[src/rtl/assert_macros.svh]
// Assertion helpers shared by the RTL.
`ifndef ASSERT_MACROS_SVH
`define ASSERT_MACROS_SVH

// Property checked only while out of reset.
`define ASSERT_RST(lbl, clk, rstn, prop, msg) \
    lbl: assert property (@(posedge clk) disable iff (!rstn) prop) \
        else $error(msg);

// Property checked on every edge, reset included.
`define ASSERT_CLK(lbl, clk, prop, msg) \
    lbl: assert property (@(posedge clk) prop) else $error(msg);

`endif

[src/rtl/lfys_pkg.sv]
`timescale 1ns / 1ps
`default_nettype none

package lfys_pkg;

    localparam int EPOCH_W    = 8;
    localparam int DIV_CNT_W  = 7;
    localparam logic [DIV_CNT_W-1:0] DIV_LONG  = 7'd64;
    localparam logic [DIV_CNT_W-1:0] DIV_SHORT = 7'd32;
    localparam int CFG_ADDR_W = 4;
    localparam int PC_W       = 5;
    localparam logic MODE_START = 1'b0;

    typedef enum logic [1:0] {
        REG_MULTIPLIER = 2'd0,
        REG_MODULUS    = 2'd1,
        REG_CELL_COUNT = 2'd2
    } reg_idx_t;

    typedef struct packed {
        logic [31:0] multiplier;
        logic [31:0] modulus;
        logic [12:0] cell_count;
    } cfg_t;

    typedef enum logic [4:0] {
        OP_NOP        = 5'd0,
        OP_TAKE       = 5'd1,
        OP_MUL_SEED   = 5'd2,
        OP_MUL_RAND   = 5'd3,
        OP_LOAD64     = 5'd4,
        OP_LOAD_SPAN  = 5'd5,
        OP_ITER       = 5'd6,
        OP_RAND_REM   = 5'd7,
        OP_RAND_LOW   = 5'd8,
        OP_SET_J      = 5'd9,
        OP_RD_POS     = 5'd10,
        OP_RD_J       = 5'd11,
        OP_CAP_B      = 5'd12,
        OP_WR_POS     = 5'd13,
        OP_WR_J       = 5'd14,
        OP_EMIT_OK    = 5'd15,
        OP_EMIT_ERR   = 5'd16,
        OP_START_DONE = 5'd17,
        OP_SWEEP      = 5'd18,
        OP_EPOCH_CLR  = 5'd19
    } op_t;

    typedef enum logic [3:0] {
        C_NEVER      = 4'd0,
        C_ALWAYS     = 4'd1,
        C_NO_INPUT   = 4'd2,
        C_MODE_START = 4'd3,
        C_STEP_BAD   = 4'd4,
        C_MOD_ZERO   = 4'd5,
        C_DIV_BUSY   = 4'd6,
        C_OUT_BUSY   = 4'd7,
        C_SWEEP_BUSY = 4'd8,
        C_EPOCH_LIVE = 4'd9
    } cond_sel_t;

    typedef struct packed {
        op_t             op;
        cond_sel_t       wait_c;
        cond_sel_t       jump_c;
        logic [PC_W-1:0] target;
    } ctl_word_t;

    typedef struct packed {
        logic no_input;
        logic mode_start;
        logic step_bad;
        logic mod_zero;
        logic div_busy;
        logic out_busy;
        logic sweep_busy;
        logic epoch_live;
    } flags_t;

    // program addresses
    localparam logic [PC_W-1:0] PC_INIT_SWEEP  = 5'd0;
    localparam logic [PC_W-1:0] PC_IDLE        = 5'd1;
    localparam logic [PC_W-1:0] PC_CHECK       = 5'd2;
    localparam logic [PC_W-1:0] PC_STEP_MUL    = 5'd3;
    localparam logic [PC_W-1:0] PC_STEP_LOAD   = 5'd4;
    localparam logic [PC_W-1:0] PC_STEP_DIV    = 5'd5;
    localparam logic [PC_W-1:0] PC_STEP_REM    = 5'd6;
    localparam logic [PC_W-1:0] PC_STEP_LOW    = 5'd7;
    localparam logic [PC_W-1:0] PC_SPAN        = 5'd8;
    localparam logic [PC_W-1:0] PC_SPAN_DIV    = 5'd9;
    localparam logic [PC_W-1:0] PC_SET_J       = 5'd10;
    localparam logic [PC_W-1:0] PC_RD_POS      = 5'd11;
    localparam logic [PC_W-1:0] PC_RD_J        = 5'd12;
    localparam logic [PC_W-1:0] PC_CAP_B       = 5'd13;
    localparam logic [PC_W-1:0] PC_WR_POS      = 5'd14;
    localparam logic [PC_W-1:0] PC_WR_J        = 5'd15;
    localparam logic [PC_W-1:0] PC_EMIT_OK     = 5'd16;
    localparam logic [PC_W-1:0] PC_EMIT_ERR    = 5'd17;
    localparam logic [PC_W-1:0] PC_START       = 5'd18;
    localparam logic [PC_W-1:0] PC_START_LOAD  = 5'd19;
    localparam logic [PC_W-1:0] PC_START_DIV   = 5'd20;
    localparam logic [PC_W-1:0] PC_START_REM   = 5'd21;
    localparam logic [PC_W-1:0] PC_START_LOW   = 5'd22;
    localparam logic [PC_W-1:0] PC_EPOCH       = 5'd23;
    localparam logic [PC_W-1:0] PC_WRAP_SWEEP  = 5'd24;
    localparam logic [PC_W-1:0] PC_EPOCH_CLR   = 5'd25;
    localparam logic [PC_W-1:0] PC_START_EMIT  = 5'd26;
    localparam logic [PC_W-1:0] PC_LAST        = PC_START_EMIT;

    function automatic ctl_word_t mk(op_t op, cond_sel_t wc, cond_sel_t jc,
                                     logic [PC_W-1:0] tgt);
        ctl_word_t w;
        w.op     = op;
        w.wait_c = wc;
        w.jump_c = jc;
        w.target = tgt;
        return w;
    endfunction

    // Control store: wait_c holds the step, else jump_c picks target over pc+1.
    function automatic ctl_word_t ucode(logic [PC_W-1:0] pc);
        ctl_word_t w;
        case (pc)
            PC_INIT_SWEEP: w = mk(OP_SWEEP,      C_SWEEP_BUSY, C_ALWAYS,   PC_IDLE);
            PC_IDLE:       w = mk(OP_TAKE,       C_NO_INPUT,   C_MODE_START, PC_START);
            PC_CHECK:      w = mk(OP_NOP,        C_NEVER,      C_STEP_BAD, PC_EMIT_ERR);
            PC_STEP_MUL:   w = mk(OP_MUL_RAND,   C_NEVER,      C_NEVER,    PC_IDLE);
            PC_STEP_LOAD:  w = mk(OP_LOAD64,     C_NEVER,      C_MOD_ZERO, PC_STEP_LOW);
            PC_STEP_DIV:   w = mk(OP_ITER,       C_DIV_BUSY,   C_NEVER,    PC_IDLE);
            PC_STEP_REM:   w = mk(OP_RAND_REM,   C_NEVER,      C_ALWAYS,   PC_SPAN);
            PC_STEP_LOW:   w = mk(OP_RAND_LOW,   C_NEVER,      C_NEVER,    PC_IDLE);
            PC_SPAN:       w = mk(OP_LOAD_SPAN,  C_NEVER,      C_NEVER,    PC_IDLE);
            PC_SPAN_DIV:   w = mk(OP_ITER,       C_DIV_BUSY,   C_NEVER,    PC_IDLE);
            PC_SET_J:      w = mk(OP_SET_J,      C_NEVER,      C_NEVER,    PC_IDLE);
            PC_RD_POS:     w = mk(OP_RD_POS,     C_NEVER,      C_NEVER,    PC_IDLE);
            PC_RD_J:       w = mk(OP_RD_J,       C_NEVER,      C_NEVER,    PC_IDLE);
            PC_CAP_B:      w = mk(OP_CAP_B,      C_NEVER,      C_NEVER,    PC_IDLE);
            PC_WR_POS:     w = mk(OP_WR_POS,     C_NEVER,      C_NEVER,    PC_IDLE);
            PC_WR_J:       w = mk(OP_WR_J,       C_NEVER,      C_NEVER,    PC_IDLE);
            PC_EMIT_OK:    w = mk(OP_EMIT_OK,    C_OUT_BUSY,   C_ALWAYS,   PC_IDLE);
            PC_EMIT_ERR:   w = mk(OP_EMIT_ERR,   C_OUT_BUSY,   C_ALWAYS,   PC_IDLE);
            PC_START:      w = mk(OP_MUL_SEED,   C_NEVER,      C_NEVER,    PC_IDLE);
            PC_START_LOAD: w = mk(OP_LOAD64,     C_NEVER,      C_MOD_ZERO, PC_START_LOW);
            PC_START_DIV:  w = mk(OP_ITER,       C_DIV_BUSY,   C_NEVER,    PC_IDLE);
            PC_START_REM:  w = mk(OP_RAND_REM,   C_NEVER,      C_ALWAYS,   PC_EPOCH);
            PC_START_LOW:  w = mk(OP_RAND_LOW,   C_NEVER,      C_NEVER,    PC_IDLE);
            PC_EPOCH:      w = mk(OP_NOP,        C_NEVER,      C_EPOCH_LIVE, PC_START_EMIT);
            PC_WRAP_SWEEP: w = mk(OP_SWEEP,      C_SWEEP_BUSY, C_NEVER,    PC_IDLE);
            PC_EPOCH_CLR:  w = mk(OP_EPOCH_CLR,  C_NEVER,      C_NEVER,    PC_IDLE);
            PC_START_EMIT: w = mk(OP_START_DONE, C_OUT_BUSY,   C_ALWAYS,   PC_IDLE);
            default:       w = mk(OP_NOP,        C_NEVER,      C_ALWAYS,   PC_IDLE);
        endcase
        return w;
    endfunction

endpackage

`default_nettype wire

[src/rtl/lfys_seq.sv]
`timescale 1ns / 1ps
`default_nettype none
`include "assert_macros.svh"

module lfys_seq (
    input  wire logic                clk,
    input  wire logic                rst_n,
    input  wire lfys_pkg::flags_t    flags,
    output lfys_pkg::ctl_word_t      ctl
);

    logic [lfys_pkg::PC_W-1:0] pc_reg;
    logic [lfys_pkg::PC_W-1:0] pc_next;

    function automatic logic cond_hit(lfys_pkg::cond_sel_t sel, lfys_pkg::flags_t f);
        logic hit;
        case (sel)
            lfys_pkg::C_NEVER:      hit = 1'b0;
            lfys_pkg::C_ALWAYS:     hit = 1'b1;
            lfys_pkg::C_NO_INPUT:   hit = f.no_input;
            lfys_pkg::C_MODE_START: hit = f.mode_start;
            lfys_pkg::C_STEP_BAD:   hit = f.step_bad;
            lfys_pkg::C_MOD_ZERO:   hit = f.mod_zero;
            lfys_pkg::C_DIV_BUSY:   hit = f.div_busy;
            lfys_pkg::C_OUT_BUSY:   hit = f.out_busy;
            lfys_pkg::C_SWEEP_BUSY: hit = f.sweep_busy;
            lfys_pkg::C_EPOCH_LIVE: hit = f.epoch_live;
            default:                hit = 1'b0;
        endcase
        return hit;
    endfunction

    assign ctl = lfys_pkg::ucode(pc_reg);

    always_comb
    begin
        if (cond_hit(ctl.wait_c, flags))
        begin
            pc_next = pc_reg;
        end
        else if (cond_hit(ctl.jump_c, flags))
        begin
            pc_next = ctl.target;
        end
        else
        begin
            pc_next = pc_reg + lfys_pkg::PC_W'(1);
        end
    end

    // reset runs the tag clearing sweep before the first item
    always_ff @(posedge clk or negedge rst_n)
    begin
        if (!rst_n)
        begin
            pc_reg <= lfys_pkg::PC_INIT_SWEEP;
        end
        else
        begin
            pc_reg <= pc_next;
        end
    end

    `ASSERT_CLK(a_pc_in_program, clk, (pc_reg <= lfys_pkg::PC_LAST), "pc left the program")

endmodule

`default_nettype wire

[config.mk]
export PLATFORM = sky130hd
export DESIGN_NAME = lfys_seq
export DESIGN_NICKNAME = d
export VERILOG_FILES = /design/src/rtl/lfys_pkg.sv /design/src/rtl/lfys_seq.sv
export VERILOG_INCLUDE_DIRS = /design/src /design/src/rtl
export SDC_FILE = /design/constraint.sdc
export NUM_CORES = 1
export LEC_CHECK = 0
export BUFFER_PORTS_ARGS = -buffer_cell sky130_fd_sc_hd__buf_2
export CAP_MARGIN = 20
export CELL_PAD_IN_SITES_DETAIL_PLACEMENT = 0
export CELL_PAD_IN_SITES_GLOBAL_PLACEMENT = 2
export CORE_MARGIN = 3
export CORE_UTILIZATION = 32
export CTS_CLUSTER_DIAMETER = 40
export DETAILED_ROUTE_END_ITERATION = 6
export GPL_ROUTABILITY_DRIVEN = 0
export GPL_TIMING_DRIVEN = 1
export PLACE_DENSITY_LB_ADDON = 0.1
export RECOVER_POWER = 50
export SLEW_MARGIN = 0
export SYNTH_ARGS = -nofsm -noshare
export SYNTH_HDL_FRONTEND = slang
export SYNTH_SLANG_ARGS = --single-unit
[constraint.sdc]
create_clock -name clk -period 7.1 [get_ports clk]
set_input_delay 0.71 -clock clk [delete_from_list [all_inputs] [get_ports clk]]
set_output_delay 0.71 -clock clk [all_outputs]
set_load 0.1 [all_outputs]
==> impl_metrics.yaml, run 1 <==
floorplan:
  fp-row-count: 21
  coreArea_um2: 3442
  die_y_um: 66.59
  num_io_pins: 28
  dieWidth_um: 66.59
  die_area_um2: 4434
  start_util_pct: 34.13
global_route:
  grt_pass1_vias: 1262
  antenna_found_initial: 0
  grt_max_degree: 39
  grt_pass1_wl_um: 6265
  grt_overflow_total: 0
  track_usage_pct: 17.89
routing:
  drc_errors: 0
  firstDrtPassIters: 4
  wl_per_cell_um: 16.50
  drt-initial-drc-count: 62
  routed_wirelength_um: 3696
  ant_nets: 0
  vias: 1288
  vias_per_cell: 5.750
placed_design:
  hpwl_um: 2658
  dp_cells: 219
  port_buffers: 27
  placed_area_um2: 1297
setup_path:
  rrSetupSlack_ns: 3.34
  crit_fanout: 32
  reg2reg_to: "pc_reg[4]$_DFFE_PN0N_"
  setup.worst_path.start: "pc_reg[4]$_DFFE_PN0N_"
  reg2regPathDepth: 7
  crit_arrival_ns: 3.83
  cp-start-kind: "flop"
  cp.required_ns: 7.17
  critPathCaptureType: "flop"
  crit_type: "flop to flop"
  r2r_start: "pc_reg[4]$_DFFE_PN0N_"
  endpoint: "pc_reg[4]$_DFFE_PN0N_"
yosys:
  async_flop_share_pct: 100.0
  synthFlopType: "dfrtp_1"
  synth_top_area_cell: "dfrtp_1"
  ys_types: 48
  yosysSeqAreaShare_pct: 10.65
  ys_ff_latch: 5
  synthCells: 159
  synth.area.top_cells: "dfrtp_1 (11%), ha_1 (9.6%), o211ai_1 (6.4%)"
  ys_warn_count: 0
  synth_edf_count: 0
  synth_nets: 178
  synth_top_area_share_pct: 10.65
  synth.avg_cell_area_um2: 7.389
  syn-cell-area_um2: 1175
timing:
  post-route-min-period_ns: 3.757
  fin_worst_skew_ns: 0.007310
  rsz0062_at_grt: "no"
  fin_tns_setup_ns: 0
  fmax_mhz: 266.1
  maxSlewHeadroom_pct: 4.553
  worst_pin_slew_ns: 1.423
  hold_slack_ns: 0.3260
  slew_violations: 0
  fin_crit_sh_pct: 52.92
  hold_viol: 0
  setup_viol: 0
worst_hold_path:
  hold_class: "input port to async pin"
finish:
  final_layout_size_suffix_gt1_share_pct: 17.42
  largest_reg_flops: 5
  design_area_um2: 1355
  fin_cells: 224
  area_delta_synth_final_pct: 15.34
  nets: 198
  diodes: 0
  final_common_cell: "buf_2"
  regArea_um2: 125.1
  multiInputGateArea_um2: 933.4
  mostFrequentLayoutCells: "buf_2 (19), nand2_1 (14), nor2_1 (13)"
  fillers: 381
outcome:
  outcome: "completed"
clock_network:
  cts_hold_buf: 0
  clock_tree.root_cell: "clkbuf_8"
  ctsResizeCount: 0
  worstSkewPairLatency_ns: 0.23
  htreeDepth: 1
  path_clk_slew_ns: 0.04
  cts_tree: "yes"
  cts_max_path_buffers: 2
  cts_setup_buffers: 0
  clock-sinks: 5
  numCtsBuffers: 3
run:
  cap_violations: 0
per-stage QoR:
step                      worst slack (ns)  util (%)
after floorplan                      1.882         -
after global placement               3.831     37.70
after detailed placement             3.855     37.70
after CTS                            3.619     39.00
after global routing                 2.917     39.37
final                                3.343     39.37
area by class of cell:
type | count | share of cell area [%]
clock buffers | 4 | 3.324
inverters | 9 | 2.493
multi-input cells | 131 | 68.88
flip-flops and latches | 5 | 9.234
well taps | 46 | 4.247
repair buffers | 29 | 11.82
synth_stat cells, drive strengths merged, types with 4 or more instances:
cell type	count
nand2	14
nand2b	8
nor3b	4
o21ai	5
buf	12
mux2i	5
nand3	5
o211ai	10
ha	9
nor2	13
a21oi	9
a211oi	8
dfrtp	5
inv	7
nor2b	6
worst min-delay path by stage:
stage / to / slack, ns
floorplan: pc_reg[0]$_DFFE_PN0N_ / 0.41
global placement: pc_reg[3]$_DFFE_PN0N_ / 0.53
detailed placement: pc_reg[3]$_DFFE_PN0N_ / 0.53
CTS: pc_reg[3]$_DFFE_PN0N_ / 0.29
global route: pc_reg[3]$_DFFE_PN0N_ / 0.35
finish: pc_reg[3]$_DFFE_PN0N_ / 0.33
cells by family after synthesis:
logic type | Yosys count | share of synthesized area (%)
multiplexers | 7 | 6.496
AND/OR/NAND/NOR | 65 | 31.52
AO/OA/AOI/OAI | 49 | 31.52
adder cells (fa/ha/maj) | 9 | 9.585
buffers and inverters | 23 | 9.478
flip-flops | 5 | 10.65
XOR/XNOR | 1 | 0.7456
worst max-delay path, cell delays in order (launching register included):
cell,delay [ns]
dfrtp_1,0.98
inv_1,0.42
a211o_1,0.39
clkinv_1,0.09
nor4_1,0.05
a211oi_1,1.15
nor4b_2,0.44
a311oi_2,0.08
layer usage:
layer | up-vias | track usage [%] | wire length [um] | part of all wire (%)
met2 | 40 | 30.69 | 1701 | 46
li1 | 630 | - | - | -
met4 | 0 | 1.777 | 10 | 0.27
met5 | - | 0 | 0 | 0
met1 | 616 | 24.06 | 1756 | 48
met3 | 2 | 3.035 | 227 | 6.1
Power of run 1 is not shown: default switching activity piles up to over one toggle a cycle in this logic, so the estimate is an artifact.
==> inputs of run 2 (changes only) <==
CORE_UTILIZATION = 27   (was 32)
clock period = 3 ns   (was 7.1 ns; I/O delays follow)
==> run 2 against run 1 <==
  * Via count is 0.70% lower
  * Wire length shrank 0.68%
  * Fmax grew 39%
  * Global-route usage is 2.6 points lower
  * Non-clock buffer count up 7
  * Sequential share of layout area fell by 0.62 points
  * Register-to-register slack worse by 3.1 ns
  * Sequential cell count did not move
  * Critical path type unchanged
==> impl_metrics.yaml, run 2 (same netlist as run 1, synthesis figures left out) <==
outcome:
  outcome: "completed"
timing:
  finalWorstSetupSlack_ns: 0.2896
  worst_pin_slew_ns: 0.5475
  hold_viol: 0
  fin_crit_sh_pct: 90.35
  fin_worst_skew_ns: 0.0007614
  fmax_mhz: 369.0
  maxSlewHeadroom_pct: 63.50
  post-route-min-period_ns: 2.710
  fin_tns_setup_ns: 0
  slew_violations: 0
  rsz0062_at_grt: "no"
  setup_viol: 0
setup_path:
  cp-start-kind: "flop"
  cp_slowest_stage_delay_ns: 0.55
  cp.required_ns: 3.12
  crit_fanout: 12
  reg2regPathDepth: 8
  slowest_stage: "or4b_4"
  crit_type: "flop to flop"
  crit_chain: "inv_2 > ha_1 > or4b_4 > mux2_4 > nand3_1 > and3b_1 > or2_1 > a311oi_2"
  r2r_start: "pc_reg[1]$_DFFE_PN0N_"
  reg2reg_to: "pc_reg[4]$_DFFE_PN0N_"
  rrSetupSlack_ns: 0.29
  critPathCaptureType: "flop"
  path_buf_inv: 1
  critPathTopFamily: "simple AND/OR/NAND/NOR gates"
  crit_arrival_ns: 2.83
clock_network:
  cts_max_path_buffers: 2
  clock-sinks: 5
  path_clk_slew_ns: 0.03
  worstSkewPairLatency_ns: 0.22
  htreeDepth: 1
  cts_tree: "yes"
  cts_setup_buffers: 0
  numCtsBuffers: 3
  clock_tree.root_cell: "clkbuf_8"
routing:
  vias: 1279
  vias_per_cell: 5.443
  drt-initial-drc-count: 50
  ant_nets: 0
  wl_per_cell_um: 15.62
  routed_wirelength_um: 3671
  firstDrtPassIters: 4
  drc_errors: 0
finish:
  final_core_util_pct: 35.92
  final_layout_size_suffix_gt1_share_pct: 32.43
  area_delta_synth_final_pct: 24.92
  largest_reg_flops: 5
  final_common_cell: "buf_2"
  mostFrequentLayoutCells: "buf_2 (17), nand2_1 (14), nor2_1 (12)"
  diodes: 0
  design_area_um2: 1468
  nets: 205
global_route:
  antenna_found_initial: 0
  grt_pass1_wl_um: 6499
  track_usage_pct: 15.29
  grt_max_degree: 19
  grt_overflow_total: 0
  grt_pass1_vias: 1250
floorplan:
  dieWidth_um: 71.97
  num_io_pins: 28
  die_area_um2: 5179
  coreArea_um2: 4086
  start_util_pct: 28.75
  fp-row-count: 23
  die_y_um: 71.97
placed_design:
  hpwl_um: 2907
  port_buffers: 27
  placed_area_um2: 1414
  pre_cts_ws_ns: 0.3048
run:
  cap_violations: 0
worst_hold_path:
  hold_class: "input port to async pin"
==> run 2: cell types whose count changed in the layout (fill, tap and decap cells not counted), moves of 4 or more <==
cell / change
clkbuf_2: +9
buf_4: +7
clkbuf_1: -7
a211oi_1: -4
inv_1: -4
inv_2: +4
==> run 2: worst max-delay path by stage <==
stage | from | to | slack (ns) | cells after the start
6_report | pc_reg[1]$_DFFE_PN0N_ | pc_reg[4]$_DFFE_PN0N_ | 0.29 | 8
5_1_grt | pc_reg[1]$_DFFE_PN0N_ | pc_reg[0]$_DFFE_PN0N_ | 0.03 | 8
4_1_cts | pc_reg[1]$_DFFE_PN0N_ | pc_reg[4]$_DFFE_PN0N_ | 0.29 | 8
3_5_place_dp | pc_reg[1]$_DFFE_PN0N_ | pc_reg[4]$_DFFE_PN0N_ | 0.30 | 8
3_3_place_gp | pc_reg[1]$_DFFE_PN0N_ | pc_reg[4]$_DFFE_PN0N_ | 0.38 | 8
2_1_floorplan | pc_reg[1]$_DFFE_PN0N_ | ctl[11] | -0.57 | 5
==> run 2: cell type report <==
type / instances / area [um^2]
fill: 451 / 2619
multi-input combinational: 131 / 994.7
timing repair buffer: 36 / 203.9
sequential: 5 / 126.4
tap: 50 / 62.56
clock buffer: 4 / 45.04
inverter: 9 / 35.03
==> run 2: routing by layer <==
layer / part of all wire [%] / up-vias / track usage, %
met5: 0 / - / 0
met4: 0.57 / 0 / 2.505
met3: 5.3 / 2 / 2.770
met2: 45 / 35 / 24.49
met1: 49 / 606 / 21.78
li1: - / 636 / -
==> run 2: per-stage QoR <==
| stage | cells | hold WS (ns) |
|---|---|---|
| after global placement | 230 | 0.1202 |
| after floorplan | 159 | 0.004409 |
| after detailed placement | 230 | 0.1220 |
| final | 235 | 0.4758 |
| after global routing | 235 | 0.5081 |
| after CTS | 235 | 0.4251 |
==> run 2: worst reg2reg max path: stages (launching register included) <==
cell and delay [ns]:
dfrtp_1 0.52, inv_2 0.15, ha_1 0.30, or4b_4 0.55, mux2_4 0.22, nand3_1 0.06
and3b_1 0.27, or2_1 0.31, a311oi_2 0.24
==> run 2: repair_timing <==
| action | in CTS | in global routing |
|---|---|---|
| hold endpoints to repair | 5 | 0 |
| resized for setup | 0 | 0 |
| hold buffers | 1 | 0 |
| setup endpoints to repair | 0 | 0 |
Power of run 2 is left out for the same reason.
